**config.mk**
```make
export PLATFORM = sky130hd
export DESIGN_NAME = murmur2_word_hash_top_flat
export DESIGN_NICKNAME = d
export VERILOG_FILES = /design/src/rtl/core/mwh_pkg.sv /design/src/rtl/core/mwh_if.sv /design/src/rtl/core/murmur2_word_hash_top.sv /design/src/flat_wrapper.sv
export SDC_FILE = /design/constraint.sdc
export NUM_CORES = 1
export LEC_CHECK = 0
export BUFFER_PORTS_ARGS = -buffer_cell sky130_fd_sc_hd__buf_4
export CAP_MARGIN = 25
export CORE_ASPECT_RATIO = 0.75
export CORE_UTILIZATION = 61
export CTS_CLUSTER_SIZE = 12
export DETAILED_ROUTE_END_ITERATION = 12
export GPL_TIMING_DRIVEN = 0
export PLACE_DENSITY_LB_ADDON = 0.2
export SYNTH_ARGS = -nofsm -noshare
export SYNTH_HDL_FRONTEND = slang
export SYNTH_SLANG_ARGS = --single-unit
```
**constraint.sdc**
```tcl
create_clock -name clk -period 12.6 [get_ports clk]
set_input_delay 1.89 -clock clk [delete_from_list [all_inputs] [get_ports clk]]
set_output_delay 1.89 -clock clk [all_outputs]
set_load 0.005 [all_outputs]
```
**src/rtl/core/mwh_pkg.sv**
```systemverilog
// ----------------------------------------------------------------------------
// mwh_pkg
// Shared types, constants and the microcode program of the word hash.
// ----------------------------------------------------------------------------
package mwh_pkg;

  localparam logic [31:0] MIX_MUL   = 32'h5bd1_e995;
  localparam int          MIX_SHIFT = 24;
  localparam logic [31:0] START_KEY = 32'h9747_b28c;
  localparam int          AV_SHIFT1 = 13;
  localparam int          AV_SHIFT2 = 15;

  localparam int          STEP_W    = 3;
  localparam logic [2:0]  BYTES_FULL = 3'd4;

  typedef logic [STEP_W-1:0] step_t;

  // Program entry points and step addresses
  localparam step_t STEP_KEY_MUL  = 3'd0;
  localparam step_t STEP_KEY_MIX  = 3'd1;
  localparam step_t STEP_HASH_MIX = 3'd2;
  localparam step_t STEP_TAIL     = 3'd3;
  localparam step_t STEP_AVAL     = 3'd4;
  localparam step_t STEP_OUT      = 3'd5;

  typedef enum logic [2:0] {
    OP_NOP,
    OP_KEY_MUL,   // k <= word * m
    OP_KEY_MIX,   // k <= (k ^ k>>24) * m
    OP_HASH_MIX,  // h <= (h * m) ^ k
    OP_TAIL,      // h <= (h ^ tail bytes) * m
    OP_AVAL,      // t <= (h ^ h>>13) * m
    OP_OUT        // result <= t ^ t>>15
  } op_t;

  typedef enum logic [1:0] {
    JMP_NEXT,     // advance to the following step
    JMP_IF_LAST,  // go to target on the last word, else finish
    JMP_DONE      // finish the word
  } jmp_t;

  typedef struct packed {
    op_t   op;
    jmp_t  jmp;
    step_t tgt;
  } ctrl_t;

  function automatic ctrl_t prog_rom(input step_t pc);
    ctrl_t cw;
    case (pc)
      STEP_KEY_MUL:  cw = '{op: OP_KEY_MUL,  jmp: JMP_NEXT,    tgt: STEP_KEY_MIX};
      STEP_KEY_MIX:  cw = '{op: OP_KEY_MIX,  jmp: JMP_NEXT,    tgt: STEP_HASH_MIX};
      STEP_HASH_MIX: cw = '{op: OP_HASH_MIX, jmp: JMP_IF_LAST, tgt: STEP_AVAL};
      STEP_TAIL:     cw = '{op: OP_TAIL,     jmp: JMP_IF_LAST, tgt: STEP_AVAL};
      STEP_AVAL:     cw = '{op: OP_AVAL,     jmp: JMP_NEXT,    tgt: STEP_OUT};
      STEP_OUT:      cw = '{op: OP_OUT,      jmp: JMP_DONE,    tgt: STEP_KEY_MUL};
      default:       cw = '{op: OP_NOP,      jmp: JMP_DONE,    tgt: STEP_KEY_MUL};
    endcase
    return cw;
  endfunction

  // Keep only the valid low bytes of a partial word
  function automatic logic [31:0] tail_bytes(input logic [31:0] w, input logic [2:0] n);
    logic [31:0] m;
    case (n)
      3'd1:    m = 32'h0000_00ff;
      3'd2:    m = 32'h0000_ffff;
      3'd3:    m = 32'h00ff_ffff;
      default: m = 32'hffff_ffff;
    endcase
    return w & m;
  endfunction

endpackage

```
**src/rtl/core/mwh_if.sv**
```systemverilog
// ----------------------------------------------------------------------------
// mwh_in_if / mwh_out_if
// Valid/ready channels for key words and finished hashes.
// ----------------------------------------------------------------------------
interface mwh_in_if;
  logic        valid;
  logic        ready;
  logic [31:0] word;
  logic [2:0]  byte_count;
  logic        first;
  logic        last;
  logic [31:0] seed;
  logic [30:0] total_length;

  modport source (output valid, word, byte_count, first, last, seed, total_length,
                  input ready);
  modport sink   (input valid, word, byte_count, first, last, seed, total_length,
                  output ready);
endinterface

interface mwh_out_if;
  logic        valid;
  logic        ready;
  logic [31:0] hash;

  modport source (output valid, hash, input ready);
  modport sink   (input valid, hash, output ready);
endinterface

```
**src/rtl/core/murmur2_word_hash_top.sv**
```systemverilog
// ----------------------------------------------------------------------------
// murmur2_word_hash_top
// 32-bit MurmurHash2 over little-endian key words, run by a microcoded
// sequencer around one constant multiplier.
// ----------------------------------------------------------------------------
//
//  channel | dir | payload                                             | flow
//  --------+-----+-----------------------------------------------------+------------
//  key     | in  | word, byte_count, first, last, seed, total_length   | valid/ready
//  result  | out | hash                                                | valid/ready
//
//  A full word holds the key channel for the accept and 3 multiply steps, a
//  tail word for the accept and the tail step, a word with no bytes for the
//  accept alone; the last word of a key adds the avalanche and result load.
//  Multiply steps share one m-multiplier; steps per word set the word rate.
//  Reset clears the running hash to zero and empties the sequencer.
//  A waiting result stalls only the result-load step; a new word is taken as
//  soon as the sequencer is free, even while the previous hash waits.

module murmur2_word_hash_top (
  input  logic      clk,
  input  logic      rst,
  mwh_in_if.sink    key,
  mwh_out_if.source result
);

  // Sequencer
  logic                busy;
  mwh_pkg::step_t      pc;
  mwh_pkg::ctrl_t      cw;
  logic                step_go;

  // Datapath
  logic [31:0] h;          // running hash
  logic [31:0] k;          // word being mixed
  logic [31:0] t;          // avalanche intermediate
  logic [31:0] word_q;
  logic [2:0]  count_q;
  logic        last_q;
  logic [31:0] out_hash;
  logic        out_valid;

  logic [31:0] mul_a;
  logic [31:0] prod;
  logic [31:0] h_start;
  logic        accept;

  assign key.ready    = !busy;
  assign accept       = key.valid && key.ready;
  assign result.valid = out_valid;
  assign result.hash  = out_hash;

  assign cw = mwh_pkg::prog_rom(pc);

  // Hold the result-load step while the output register is full and not being taken
  assign step_go = busy && !(cw.op == mwh_pkg::OP_OUT && out_valid && !result.ready);

  assign h_start = key.seed ^ {1'b0, key.total_length} ^ mwh_pkg::START_KEY;

  // Operand select for the shared multiplier
  always_comb begin
    case (cw.op)
      mwh_pkg::OP_KEY_MUL:  mul_a = word_q;
      mwh_pkg::OP_KEY_MIX:  mul_a = k ^ (k >> mwh_pkg::MIX_SHIFT);
      mwh_pkg::OP_HASH_MIX: mul_a = h;
      mwh_pkg::OP_TAIL:     mul_a = h ^ mwh_pkg::tail_bytes(word_q, count_q);
      mwh_pkg::OP_AVAL:     mul_a = h ^ (h >> mwh_pkg::AV_SHIFT1);
      default:              mul_a = h;
    endcase
  end

  assign prod = mul_a * mwh_pkg::MIX_MUL;

  // Step counter and dispatch
  always_ff @(posedge clk) begin
    if (rst) begin
      busy <= 1'b0;
      pc   <= mwh_pkg::STEP_KEY_MUL;
    end else if (accept) begin
      // Dispatch on the byte count; an empty non-last word needs no steps
      if (key.byte_count >= mwh_pkg::BYTES_FULL) begin
        busy <= 1'b1;
        pc   <= mwh_pkg::STEP_KEY_MUL;
      end else if (key.byte_count != 3'd0) begin
        busy <= 1'b1;
        pc   <= mwh_pkg::STEP_TAIL;
      end else begin
        busy <= key.last;
        pc   <= mwh_pkg::STEP_AVAL;
      end
    end else if (step_go) begin
      case (cw.jmp)
        mwh_pkg::JMP_NEXT: begin
          pc <= cw.tgt;
        end
        mwh_pkg::JMP_IF_LAST: begin
          pc   <= cw.tgt;
          busy <= last_q;
        end
        default: begin
          busy <= 1'b0;
        end
      endcase
    end
  end

  // Running hash
  always_ff @(posedge clk) begin
    if (rst) begin
      h <= '0;
    end else if (accept) begin
      if (key.first) begin
        h <= h_start;
      end
    end else if (step_go) begin
      case (cw.op)
        mwh_pkg::OP_HASH_MIX: h <= prod ^ k;
        mwh_pkg::OP_TAIL:     h <= prod;
        default:              h <= h;
      endcase
    end
  end

  // Word capture and mixing registers
  always_ff @(posedge clk) begin
    if (accept) begin
      word_q  <= key.word;
      count_q <= key.byte_count;
      last_q  <= key.last;
    end
    if (step_go && (cw.op == mwh_pkg::OP_KEY_MUL || cw.op == mwh_pkg::OP_KEY_MIX)) begin
      k <= prod;
    end
    if (step_go && cw.op == mwh_pkg::OP_AVAL) begin
      t <= prod;
    end
  end

  // Output register
  always_ff @(posedge clk) begin
    if (rst) begin
      out_valid <= 1'b0;
    end else if (step_go && cw.op == mwh_pkg::OP_OUT) begin
      out_valid <= 1'b1;
    end else if (result.ready) begin
      out_valid <= 1'b0;
    end
  end

  always_ff @(posedge clk) begin
    if (step_go && cw.op == mwh_pkg::OP_OUT) begin
      out_hash <= t ^ (t >> mwh_pkg::AV_SHIFT2);
    end
  end

`ifndef SYNTHESIS
  // A fresh result only follows an executed result-load step
  a_result_from_out_step: assert property (@(posedge clk) disable iff (rst)
    (result.valid && !$past(result.valid)) |-> $past(step_go && cw.op == mwh_pkg::OP_OUT))
    else $error("result raised without result-load step");

  // A full word always starts the program at the key multiply
  a_full_word_entry: assert property (@(posedge clk) disable iff (rst)
    (accept && key.byte_count >= mwh_pkg::BYTES_FULL) |=>
      (busy && pc == mwh_pkg::STEP_KEY_MUL))
    else $error("full word did not enter at key multiply");

  // The sequencer never runs off the end of the program
  a_pc_in_program: assert property (@(posedge clk) disable iff (rst)
    busy |-> (pc <= mwh_pkg::STEP_OUT))
    else $error("step counter beyond program");
`endif

endmodule

```
**src/flat_wrapper.sv**
```systemverilog
// flat-port wrapper written by rule: the top's interface ports become plain ports
module murmur2_word_hash_top_flat 
  (clk, rst, key_valid, key_word, key_byte_count, key_first, key_last, key_seed, key_total_length, key_ready, result_valid, result_hash, result_ready);
  mwh_in_if key_i ();
  mwh_out_if result_i ();
  input  logic clk;
  input  logic rst;
  input wire logic [$bits(key_i.valid)-1:0] key_valid;
  input wire logic [$bits(key_i.word)-1:0] key_word;
  input wire logic [$bits(key_i.byte_count)-1:0] key_byte_count;
  input wire logic [$bits(key_i.first)-1:0] key_first;
  input wire logic [$bits(key_i.last)-1:0] key_last;
  input wire logic [$bits(key_i.seed)-1:0] key_seed;
  input wire logic [$bits(key_i.total_length)-1:0] key_total_length;
  output wire logic [$bits(key_i.ready)-1:0] key_ready;
  output wire logic [$bits(result_i.valid)-1:0] result_valid;
  output wire logic [$bits(result_i.hash)-1:0] result_hash;
  input wire logic [$bits(result_i.ready)-1:0] result_ready;
  assign key_i.valid = key_valid;
  assign key_i.word = key_word;
  assign key_i.byte_count = key_byte_count;
  assign key_i.first = key_first;
  assign key_i.last = key_last;
  assign key_i.seed = key_seed;
  assign key_i.total_length = key_total_length;
  assign key_ready = key_i.ready;
  assign result_valid = result_i.valid;
  assign result_hash = result_i.hash;
  assign result_i.ready = result_ready;
  murmur2_word_hash_top u_core (.clk(clk), .rst(rst), .key(key_i), .result(result_i));
endmodule
```
==> qor.yml <==
global_routing:
  grt_max_degree: 31
  grt_usage_pct: 36.2
  grt_antenna_before_repair: 2
  grt_pass1_vias: 13200
  overflow: 0
  grt_pass1_wl_microns: 76000
routing:
  vias: 12900
  wl_microns: 49500
  first_iter_violations: 1161
  via_per_inst: 5.84
  routedWlPerCell_microns: 22.5
  drtAntennaViolNets: 0
  route.detailed.drc: 0
  first_pass_iters: 7
cts:
  cts_setup_buffers: 0
  cts_buffers: 17
  holdBufCountCts: 0
  clock_latency_ns: 0.43
  path_clk_slew_ns: 0.08
  ctsRootBufferMaster: "clkbuf_16"
  numClockSinks: 169
  cts_max_level: 4
  cts_tree: "done"
  cts_resized: 0
  clk_path_buf_depth: 2
placement:
  dpl_worst_slack_ns: 1.88
  gp_congestion: 0.973
  hpwl_microns: 39800
  place.port_buffers: 137
  post-place-cells: 2167
worst_setup_path:
  critPathLaunchType: "flip-flop"
  path_class: "reg2reg"
  worstPathMaxFanout: 10
  slowest_delay_ns: 0.95
  endpoint_kind: "flip-flop"
  slowest_stage: "a2111oi_0"
  crit_arrival_ns: 11.18
  cp.required_ns: 12.76
  r2r_setup_slack_ns: 1.58
synth:
  yosys.area.top_type: "edfxtp_1"
  async_reset_ff_share_pct: 0
  syn_inst: 1671
  yosysUniqueCellTypes: 69
  synth_nets: 2173
  synthTopCellsByArea: "edfxtp_1, fa_1, ha_1, inv_1, dfxtp_1"
  synth_most_common_cell: "inv_1"
  synth_common_cells: "inv_1, ha_1, fa_1"
  yosysWarnings: 0
  ys.flop_type: "edfxtp_1"
  synth_top_area_share_pct: 23.3
  synth_area_per_cell_sq_um: 10.2
  synth_edf_count: 132
  synth_area_sq_um: 17000
  ys_ff_latch: 169
  seq_area_frac_synth_pct: 27.7
final_layout:
  seqCellArea_sq_um: 4700
  layout.nets: 2338
  stdcell_count: 2201
  flow.area_growth_from_synthesis_pct: 13.2
  fill_cells: 2031
  multi_input_area_sq_um: 10600
  drive_above_1_share_pct: 10.8
timing:
  setup_viol: 0
  worst_pin_slew_ns: 1.12
  finalHoldViolCount: 0
  fin_ws_ns: 1.58
  relSlewSlack_pct: 23.7
  min_period_ns: 11.02
  tns_ns: 0
  rsz0062_at_grt: "false"
  period_share_pct: 87.5
  fin_skew_ns: 0.0149
  fmax_mhz: 90.7
  slew_violations: 0
outcome:
  outcome: "complete, no violations"
run:
  maxCapViolCount: 0
die:
  core_area_sq_um: 27100
  dieWidth_microns: 195
  io_pins: 138
  rows: 52
  start_util_pct: 62.6
  die_h_microns: 146
  die_area_sq_um: 28500
min_path:
  worst_hold_path_type: "reg2reg"
-- metrics by stage --
| step | utilization (%) | area, sq um | hold slack [ns] |
|---|---|---|---|
| global placement | 68.0 | 18400 | 0.450 |
| detailed placement | 68.6 | 18600 | 0.457 |
| floorplan | - | 17000 | 0.444 |
| global route | 70.8 | 19200 | 0.483 |
| finish | 70.9 | 19200 | 0.464 |
| CTS | 70.7 | 19200 | 0.469 |
-- placed cells by master, fill, tap and decap left out, drive strengths merged, types with 16 or more instances in the layout --
| cell type | instances |
|---|---|
| o211ai | 23 |
| inv | 399 |
| a211oi | 16 |
| xor2 | 61 |
| a21oi | 79 |
| nor2 | 43 |
| xnor2 | 81 |
| dfxtp | 37 |
| edfxtp | 132 |
| o21ai | 49 |
| nand2 | 136 |
| fa | 181 |
| buf | 156 |
| nor3 | 17 |
| ha | 217 |
| clkbuf | 48 |
-- layout make-up --
type | count | area share (%)
inverter | 392 | 7.65
buffer | 41 | 0.911
clock buffer | 17 | 2.21
multi-input combinational | 1069 | 55.4
antenna | 1 | 0.0130
timing repair buffer | 146 | 6.21
sequential | 169 | 24.5
tap | 351 | 2.28
clock inverter | 15 | 0.885
-- path summary, 6_finish.rpt --
kind           startpoint                endpoint  cells after the start
min          u_core.t[20]  u_core.result.hash[20]                      0
max reg2reg  u_core.pc[2]            u_core.t[30]                     31
min reg2reg  u_core.t[20]  u_core.result.hash[20]                      0
max          u_core.pc[2]            u_core.t[30]                     31
-- sequential cells by signal (all words and copies together) (netlist names) --
signal and count:
u_core.h 32, u_core.k 32, u_core.result.hash 32, u_core.t 32, u_core.word_q 32, u_core.count_q 3, u_core.pc 3, u_core.busy 1
u_core.last_q 1, u_core.result.valid 1
-- worst max-delay path: cells and delay by family (launching register included) --
kind,cells,cell delay [ns]
DFF,1,0.31
and+or+nand+nor,4,1.24
xor gates and xnor gates,1,0.49
adders and majority gates,9,3.78
buffers and inverters,12,3.11
AOI/OAI and AO/OA,5,1.80
-- metal layers --
layer  track usage [%]  wire length (microns)
met2              54.0                  21400
met5                 0                     33
met1              50.8                  20600
met4              10.8                   1420
met3              11.3                   6050
-- kinds of logic after synthesis --
kind of cell    after synthesis  share of synthesized area, %
flops                       169                          27.7
fa+ha+maj                   398                          37.3
mux                          10                         0.597
simple gates                254                          6.76
xor+xnor                    145                          7.73
compound gates              262                          10.2
buf+inv                     433                          9.69
Power is not shown: default switching activity piles up to over one toggle a cycle in this logic, so the estimate is an artifact.
